**config.mk**
```make
export PLATFORM = sky130hd
export DESIGN_NAME = bad_ram
export DESIGN_NICKNAME = d
export VERILOG_FILES = /design/src/rtl/core/bad_ram.sv
export SDC_FILE = /design/constraint.sdc
export NUM_CORES = 1
export LEC_CHECK = 0
export ABC_AREA = 1
export ABC_CLOCK_PERIOD_IN_PS = 3440
export BUFFER_PORTS_ARGS = -buffer_cell sky130_fd_sc_hd__clkbuf_2
export CORE_MARGIN = 1
export CORE_UTILIZATION = 40
export DETAILED_ROUTE_END_ITERATION = 8
export PLACE_DENSITY = 0.55
export SETUP_SLACK_MARGIN = 0.5
export SKIP_CTS_REPAIR_TIMING = 1
export SLEW_MARGIN = 20
export SYNTH_ARGS = -nofsm -noshare
export SYNTH_HDL_FRONTEND = slang
export SYNTH_SLANG_ARGS = --single-unit
```
**constraint.sdc**
```tcl
create_clock -name clk -period 3.44 [get_ports clk]
set_clock_uncertainty 0.2 [all_clocks]
set_input_delay 0.344 -clock clk [delete_from_list [all_inputs] [get_ports clk]]
set_output_delay 0.344 -clock clk [all_outputs]
set_load 0.02 [all_outputs]
```
**src/rtl/core/bad_ram.sv**
```systemverilog
// ----------------------------------------------------------------------------
// bad_ram: generic simple dual-port synchronous ram
// One write and one read per cycle, read data registered.
// ----------------------------------------------------------------------------
module bad_ram #(
  parameter int Width = 8,
  parameter int Depth = 16
) (
  input  logic                     clk,
  input  logic                     we,
  input  logic [$clog2(Depth)-1:0] waddr,
  input  logic [Width-1:0]         wdata,
  input  logic [$clog2(Depth)-1:0] raddr,
  output logic [Width-1:0]         rdata
);

  logic [Width-1:0] mem [Depth];

  // write port
  always_ff @(posedge clk) begin
    if (we) begin
      mem[waddr] <= wdata;
    end
  end

  // registered read
  always_ff @(posedge clk) begin
    rdata <= mem[raddr];
  end

endmodule

```
* Yosys cells after proc, flatten, opt, wreduce, memory -nomap -nowiden
Memory sizes are Yosys's and may differ from the RTL's. A register that Yosys moved wholly into a read port is not among the register bits. Index checks and enable logic that the tools add are counted.
Word-level totals: register bits 0, memory bits (writable) 128, bits of input ports 18, output and inout port bits 8, logic and storage cells 3, memories kept 1
Memory list:
- mem | words 16, bits a word 8, rd ports 1, clocked after Yosys merged registers in 1, write ports 1, RTL line 17 | logic [Width-1:0] mem [Depth];
Operators by class: muxes and demuxes 2
Operators with widths (count):
- 1-bit 2-to-1 mux | 2

* Depth between registers and ports, before layout
depth after elaboration 2, mapped depth 8, mapped depth without buffers 7

* Worst setup path before layout
OpenSTA, ideal clock, no wires.
path type in2reg, start point input port waddr[2], end point memory mem[10][0], enable pin, arrival 925 ps, required time 2870 ps, path slack 1945 ps, stages on the path 2, buffers on the path 0, cell sequence nand3b_1 > nor2_1
RTL lines:
- from (decl) | RTL line 11 | input logic [$clog2(Depth)-1:0] waddr,
- to (decl) | RTL line 17
Straight into the memory's write port.

==> impl_results.md <==
- Unrepaired setup endpoints after global routing: no
- Seq cells post-synth: 136
- Status: complete, no violations
- Vias in the first global route: 3526
- TNS Setup: 0 ps
- Cells after Synth: 551
- Rows: 43
- Clock Latency Late Sink: 420 ps
- Initial antenna violation count: 0
- Hold WC Path Type: in2reg
- Critical path, cell by cell: clkbuf_2 -> inv_2 -> buf_4 -> nand2_1 -> nand3_1 -> nand3_1 -> nand3_1 -> nand2_1
- Multi-input gate area: 1214 µm²
- Die Height: 122.1 µm
- CP Launch Type: primary input
- Worst slack, placed: 1216 ps
- # fillers: 1317
- Static Leak: 2.797 nW
- Commonest non-fill, non-tap cell in the layout: nand2_1
- Max Slew Vio Count: 0
- Pwr dens: 581.7 nW/µm²
- Critical path type: in2reg
- Die footprint: 14900 µm²
- Post-Syn Nets: between 500 and 600
- Fmax: 0.5737 GHz
- Largest net degree at the start of global routing: between 60 and 70
- Hold Fails Final Rpt: 0
- Area grow syn2layout: 13.06%
- Average instance area after synthesis: 10.47 µm²
- Gr ovfl total: 0
- H-tree depth: 4
- Drt total wl: 13300 µm
- ANT cells: 0
- Clk buf depth: 2
- Initial core utilization: between 40% and 50%
- Slowest cell on crit path: buf_4
- Worst EP arrival: 1840 ps
- Worst setup margin: 1697 ps
- Maxcap violations: 0
- Placeable Area: 13990 µm²
- Finished Layout Cells: about 770
- First-pass GRT wire length: 20240 µm
- CTS Sinks: approximately 140
- Drt pass-1 iters: 5
- Register area share after synthesis: a little over two thirds
- Remaining antenna violation count: 0
- Synth Cell Area: 5767 µm²
- CTS buffer count: 17
- Critical path endpoint category: flip-flop
- Share of cells above drive strength 1: a little under a tenth
- Drt initial violations: around 300
- CP top delay family: buffers and inverters
- Slew margin rel.: 48.59%
- # port buffers: 25
- Placed insts: 735
- Drt drc: 0
- DIE WIDTH: 122.1 µm
- Post-DP HPWL: 8203 µm
- Fin crit period: 1743 ps
- Count of warnings emitted by yosys: 0
- Root Buffer: clkbuf_16
- Vias: roughly 3800
- NumNets Final: 592
- Most frequent cells in the layout: nand2_1, edfxtp_1, inv_1
- CTS tree: built
- Tcrit/Tclk final: ~51%
- Slew @ Worst Pin: slightly below 800 ps
- Synth unique cells: 12
- Total GRT Usage: 19.35%
- WL/cell: around 17 µm
- DR vias/cell: approximately 5
- FF/Latch Area: between 4000 and 5000 µm²
- IR drop worst, VDD: 0.0002889 V
- IO Count: 26
- Req. time, crit path: around 3500 ps
- RD Place Congestion: 0.8083
- Largest stage delay, worst path: 440 ps
- # setup viols final: 0
- CP dominant cell by count: nand3_1
- Crit path max fanout: 33
- CTS clock-pin slew for the worst setup and hold paths: about 50 ps
- Worst Path Buf+Inv: 3
-- cell usage after synthesis --
library cell	n	area [µm²]
dfxtp_1	8	160.2
buf_6	6	67.56
buf_2	13	65.06
nand2_1	173	649.4
nand3b_1	2	15.01
inv_1	100	375.4
nor2_1	17	63.81
nand3_1	97	485.5
edfxtp_1	128	3844
inv_2	2	7.510
buf_4	4	30.03
buf_1	1	3.750
-- report_power, final --
group | leakage, nW | switching [mW] | internal [mW]
clock | 0.263 | 0.644 | 1.05
sequential | 1.22 | 0.0139 | 1.85
combinational | 1.31 | 0.171 | 0.0586
total | 2.80 | 0.829 | 2.96
-- worst min-delay path: stages --
cell and delay (ps):
clkbuf_2 180, nand3_1 120, nand2_1 60
-- routing by layer --
metal	vias up	global-route usage [%]	share of wire [%]
met1	1795	26.23	45
met4	0	8.079	2.2
met2	119	29.73	47
met3	20	4.682	5.3
li1	1817	-	-
met5	-	0	0
-- registers in the layout, indices dropped and copies added (netlist names) --
| register | flops |
|---|---|
| mem | 128 |
| rdata | 8 |
-- stage by stage --
step	util (%)	cell area, µm²	total power, mW	hold WS [ps]
5_1_grt	46.61	6520	3.901	159.1
3_3_place_gp	42.70	5973	2.133	462.2
3_5_place_dp	42.70	5973	2.133	473.2
4_1_cts	46.61	6520	3.810	123.6
6_report	46.61	6520	3.793	149.8
2_1_floorplan	-	5767	2.040	242.9
-- path summary, 6_finish.rpt --
| path | from | cells past startpoint | end | slack [ps] |
|---|---|---|---|---|
| max | raddr[0] | 8 | rdata[4] | 1700 |
| min | raddr[3] | 3 | rdata[4] | 150 |
| max reg2reg | mem[9][2] | 6 | rdata[2] | 2120 |
| min reg2reg | mem[2][5] | 6 | rdata[5] | 480 |
-- area by class of cell --
class	instances	area share, %
clock buffer	21	6.755
clock inverter	11	1.631
inverter	102	5.872
multi-input combinational	289	18.61
sequential	136	61.41
tap	180	3.454
timing repair buffer	28	2.264
-- kinds of logic after synthesis --
group,count (synthesis),share of synthesized area [%]
buf+inv,126,9.525
flops,136,69.43
simple gates,289,21.05
Note: power is estimated with default switching activity, not from simulation.
