File: src/rtl/core/bad_divider.sv
// ----------------------------------------------------------------------------
// bad_divider: radix-2 restoring divider
// Divides a 32-bit numerator by a 25-bit denominator, one quotient bit a cycle.
// ----------------------------------------------------------------------------
module bad_divider (
  input  logic        clk,
  input  logic        rst,
  input  logic        start,
  input  logic [31:0] num,
  input  logic [24:0] den,
  output logic        busy,
  output logic        done,
  output logic [31:0] quo
);

  logic [31:0] q;
  logic [25:0] rem;
  logic [24:0] d;
  logic [5:0]  cnt;
  logic [25:0] trial;
  logic [25:0] shifted;

  assign shifted = {rem[24:0], q[31]};
  assign trial   = shifted - {1'b0, d};
  assign quo     = q;

  // shift-subtract loop
  always_ff @(posedge clk) begin
    if (rst) begin
      busy <= 1'b0;
      done <= 1'b0;
      cnt  <= '0;
    end else begin
      done <= 1'b0;
      if (start) begin
        busy <= 1'b1;
        q    <= num;
        rem  <= '0;
        d    <= den;
        cnt  <= 6'd32;
      end else if (busy) begin
        if (!trial[25]) begin
          rem <= trial;
          q   <= {q[30:0], 1'b1};
        end else begin
          rem <= shifted;
          q   <= {q[30:0], 1'b0};
        end
        cnt <= cnt - 6'd1;
        if (cnt == 6'd1) begin
          busy <= 1'b0;
          done <= 1'b1;
        end
      end
    end
  end

endmodule

File: config.mk
export PLATFORM = sky130hd
export DESIGN_NAME = bad_divider
export DESIGN_NICKNAME = d
export VERILOG_FILES = /design/src/rtl/core/bad_divider.sv
export SDC_FILE = /design/constraint.sdc
export NUM_CORES = 1
export LEC_CHECK = 0
export BUFFER_PORTS_ARGS = -buffer_cell sky130_fd_sc_hd__buf_2
export CAP_MARGIN = 30
export CELL_PAD_IN_SITES_DETAIL_PLACEMENT = 0
export CELL_PAD_IN_SITES_GLOBAL_PLACEMENT = 1
export CORE_MARGIN = 1
export CORE_UTILIZATION = 44
export DETAILED_ROUTE_END_ITERATION = 8
export PLACE_DENSITY_LB_ADDON = 0.1
export SYNTH_ARGS = -nofsm -noshare
export SYNTH_HDL_FRONTEND = slang
export SYNTH_SLANG_ARGS = --single-unit
export TNS_END_PERCENT = 20
File: constraint.sdc
create_clock -name clk -period 4.5 [get_ports clk]
set_input_delay 0.9 -clock clk [delete_from_list [all_inputs] [get_ports clk]]
set_output_delay 0.9 -clock clk [all_outputs]
set_load 0.02 [all_outputs]
* Yosys cells after proc, flatten, opt, wreduce, memory -nomap -nowiden *
Cells that the tools add are included.

cells by class
  add/sub/neg operators = 2
  equality and inequality tests = 1
  mux-type cells = 11
  bitwise gates (word level) = 2
  reduce and logical (&&, ||, !) cells = 5

operator list
  cell                                                                count
  32-bit 2-to-1 mux                                                   2
  25-bit 2-to-1 mux                                                   2
  26-bit by 25-bit subtractor with 26-bit output                      1
  6-bit 2-to-1 mux                                                    2
  6-bit by 1-bit == test with 1-bit output, second input constant     1
  6-bit by 1-bit subtractor with 6-bit output, second input constant  1
  1-bit 2-to-1 mux                                                    5
  2-bit AND reduction                                                 2
  3-bit OR reduction                                                  1
  1-bit NOT                                                           2
  2-bit nonzero test                                                  1
  2-bit OR reduction                                                  1

word-level totals
  register bits = 90
  input port bits = 60
  output and inout port bits = 34

* Depth between registers and ports, before layout *
  word-level depth = 4
  mapped depth = 12
  gate-level depth less buffers = 12

* Worst setup path after synthesis *
Ideal clock, no wire load.

  kind = input port to flip-flop
  start point = input start
  end point = register q[0], in the netlist quo[0] (enable)
  library setup time = 472 ps
  arrival time = 3678 ps
  path slack = 350 ps
  stages on the path = 3
  path buffers = 1
  cell sequence = clkbuf_1 > nor2_1 > nor2_1

between the ends
  cells in the longest elaborated chain, start to end = 2

RTL lines
  what                           line  text
  start: declaration             8     input logic start,
  2-bit nonzero test (no line)   -
  2-bit AND reduction (no line)  -
  end signal: assignment         37    q <= num;
  end signal: assignment         44    q <= {q[30:0], 1'b1};
  end signal: assignment         47    q <= {q[30:0], 1'b0};
  end: declaration               16    logic [31:0] q;

Every way passes these cells.
A chain may end at the register's enable or synchronous reset.

* Worst setup path after layout *
  start point = register rem[1]
  end point = register rem[1] (data pin)

between the ends
  cells in the longest elaborated chain, start to end = 3

RTL lines
  what                                            line  text
  start: declaration                              17    logic [25:0] rem;
  start signal: assignment                        43    rem <= trial;
  start signal: assignment                        46    rem <= shifted;
  26-bit by 25-bit subtractor with 26-bit output  24    assign trial = shifted - {1'b0, d};
  25-bit 2-to-1 mux                               42    if (!trial[25]) begin
  25-bit 2-to-1 mux                               41    end else if (busy) begin

Every way passes these cells. The select of a mux whose other input is x is not followed.

==> flow_summary.toml <==
[cells_and_area]
area_delta_synth_final_pct = 17.1
multi_input_area_mm2 = 0.00206
final_cell_mix = "93 x buf_2, 82 x edfxtp_1, 39 x nor2_1, 34 x inv_1, 32 x mux2_2"
num-fill-cells = 944
drive_above_1_share = 0.310
antenna_cells = 0
regArea_mm2 = 0.00262
layout_commonest_cell = "buf_2"
fin_nets = 587

[synth]
async_reset_ff_frac = 0
ys_warn_count = 0
synth.ff_latch_count = 90
synth_cell_type_count = 47
synth_cells = 401
ys_seq_area_frac = 0.541
syn-cell-area_mm2 = 0.00485
syn_nets = 489
synth_edf_count = 82
ys.flop_type = "edfxtp_1"
synth_area_per_cell_um2 = 12.1

[placement]
dp_hpwl_um = 6570
globalplace.congestion = 0.774
dp_slack_ns = 1.03
io_buffers = 93

[clock_tree]
numCtsBuffers = 9
clock-sinks = 90
htree_levels = 3
post_cts_resized = 0
post_cts_buffers = 0
clk_pin_slew_ns = 0.10
root_buffer = "clkbuf_8"
ctsLongestPathBuffers = 2
worstSkewPairLatency_ns = 0.37
cts_hold_buffers = 0
cts_tree = "done"

[timing]
fin_crit_sh = 0.765
finClkSkew_ns = 0.0167
fin_ws_ns = 1.06
drv_slew = 0
setup_viol = 0
hold_viol_final = 0
relSlewSlack = 0.500
hold_slack_ns = 0.515
rsz0062_at_grt = "no"
fin_crit_ns = 3.44
fmax_ghz = 0.290
worst_pin_slew_ns = 0.750
fin_setup_tns_ns = 0

[global_route]
gr-total-overflow = 0
grt_pass1_wl_um = 15200
grt_pass1_vias = 3343
grt_usage = 0.175
grt_max_degree = 58
antenna_found_initial = 0

[die]
start_util = 0.461
ios = 94
die-area_mm2 = 0.0114
die_w_um = 107
dieHeight_um = 107
num_rows = 37
coreArea_mm2 = 0.0105

[worst_setup_path]
arrival_ns = 3.67
slowest_stage = "xor2_4"
path_cells = "ha_1 -> o21a_1 -> o31a_1 -> o21bai_1 -> o311a_4 -> o21a_1 -> o31ai_4 -> xor2_4 -> buf_12 -> mux2_2 -> nor2_1"
path_class = "reg -> reg"
endpoint_kind = "register"
crit_path_frequent_cell = "o21a_1"
max_stage_delay_ns = 0.51
crit_required_ns = 4.73
cp-start-kind = "register"
crit_fanout = 17

[power]
ir_drop_v = 0.000206
comb_power_share = 0.276
swShare = 0.305
p_leak_nw = 2.40
seq_power_share = 0.474
switchingPower_w = 0.000669
powerDensity_mw_per_mm2 = 386
p_clk_frac = 0.250
p_int_w = 0.00152

[route]
dr_total_vias = 3233
wirelength_um = 9200
detail-route-antenna-nets = 0
firstDrtPassIters = 4
drc_errors = 0
avgRoutedWirePerCell_um = 14.4
drtIter0Drc = 87
drt-vias-per-instance = 5.05

[min_path]
hold_path_class = "reg -> reg"

[run]
maxCapViolations = 0

[outcome]
outcome = "completed"
critical path: cells and delay by family, from the launching register on:
family	cells	cell delay (ns)
adder cells (fa/ha/maj)	1	0.36
buffers and inverters	1	0.24
XOR/XNOR	1	0.51
AND/OR/NAND/NOR	1	0.10
multiplexers	1	0.34
flip-flops	1	0.42
AO/OA/AOI/OAI	6	1.34
stage by stage:
step / instance area [um^2] / total power, W / utilization / cells
after floorplan: 4850 / 0.00153 / - / 401
after global placement: 5480 / 0.00166 / 0.522 / 624
after detailed placement: 5480 / 0.00167 / 0.522 / 624
after CTS: 5680 / 0.00223 / 0.540 / 640
after global routing: 5680 / 0.00232 / 0.540 / 640
final: 5680 / 0.00219 / 0.540 / 640
cells in the mapped netlist (2+ instances only):
library cell,count,share of area
a211oi_1,4,0.0062
a21boi_0,2,0.0031
a21o_1,7,0.011
a21oi_1,25,0.026
a311oi_1,2,0.0036
a31oi_1,2,0.0026
and3_1,3,0.0039
buf_1,3,0.0023
buf_6,2,0.0046
clkbuf_1,5,0.0039
dfxtp_1,8,0.033
edfxtp_1,82,0.51
ha_1,27,0.070
inv_1,34,0.026
mux2_2,32,0.074
mux2i_1,19,0.039
nand2_1,22,0.017
nand2b_1,4,0.0052
nand3_1,3,0.0031
nand4_1,2,0.0026
nor2_1,41,0.032
nor2b_1,3,0.0039
nor3_1,4,0.0041
o21a_1,4,0.0062
o21ai_0,11,0.011
o21bai_1,3,0.0046
o22ai_1,3,0.0039
or2_2,3,0.0039
xnor2_1,15,0.027
xor2_1,9,0.016
metal layers:
metal  track usage  routed length (um)  vias up  part of all wire
met4        0.0695                 147        0             0.016
met5             0                   0        -                 0
met1         0.212                4220     1505              0.46
met3        0.0608                 605       13             0.066
li1              -                   -     1643                 -
met2         0.284                4230       72              0.46
cells by family (layout without fill, tap and decap cells):
family                   count (synthesis)  in the layout  share of synthesized area
flip-flops                              90             90                      0.541
AO/OA/AOI/OAI                           73             73                      0.103
adder cells (fa/ha/maj)                 28             28                     0.0738
multiplexers                            51             51                      0.114
AND/OR/NAND/NOR                         90             90                     0.0821
buffers and inverters                   44            147                     0.0372
XOR/XNOR                                25             25                     0.0490
sequential cells by signal (all words and copies together) (netlist names):
signal and flops:
cnt 6, d 25, rem 25, quo 32, done 1, busy 1
power groups by stage:
stage | Combinational (W) | Sequential (W) | Clock (W)
global route | 0.000681 | 0.00105 | 0.000595
finish | 0.000606 | 0.00104 | 0.000548
CTS | 0.000614 | 0.00104 | 0.000573
global placement | 0.000607 | 0.00106 | 0
floorplan | 0.000452 | 0.00108 | 0
detailed placement | 0.000612 | 0.00106 | 0
final timing paths:
| check | slack (ns) | depth (start not counted) | startpoint | end |
|---|---|---|---|---|
| min | 0.51 | 2 | cnt[0]$_SDFFE_PP0P_ | cnt[0]$_SDFFE_PP0P_ |
| max reg2reg | 1.06 | 11 | rem[1]$_SDFFCE_PP0P_ | rem[1]$_SDFFCE_PP0P_ |
| max | 1.06 | 11 | rem[1]$_SDFFCE_PP0P_ | rem[1]$_SDFFCE_PP0P_ |
| min reg2reg | 0.51 | 2 | cnt[0]$_SDFFE_PP0P_ | cnt[0]$_SDFFE_PP0P_ |
area by class of cell:
type,count,area share
Clock buffer,11,0.0269
Clock inverter,5,0.00727
Inverter,34,0.0225
Multi-Input combinational cell,267,0.362
Sequential cell,90,0.462
Tap cell,136,0.0300
Timing Repair Buffer,97,0.0895
Power figures use the tool's default switching activity.
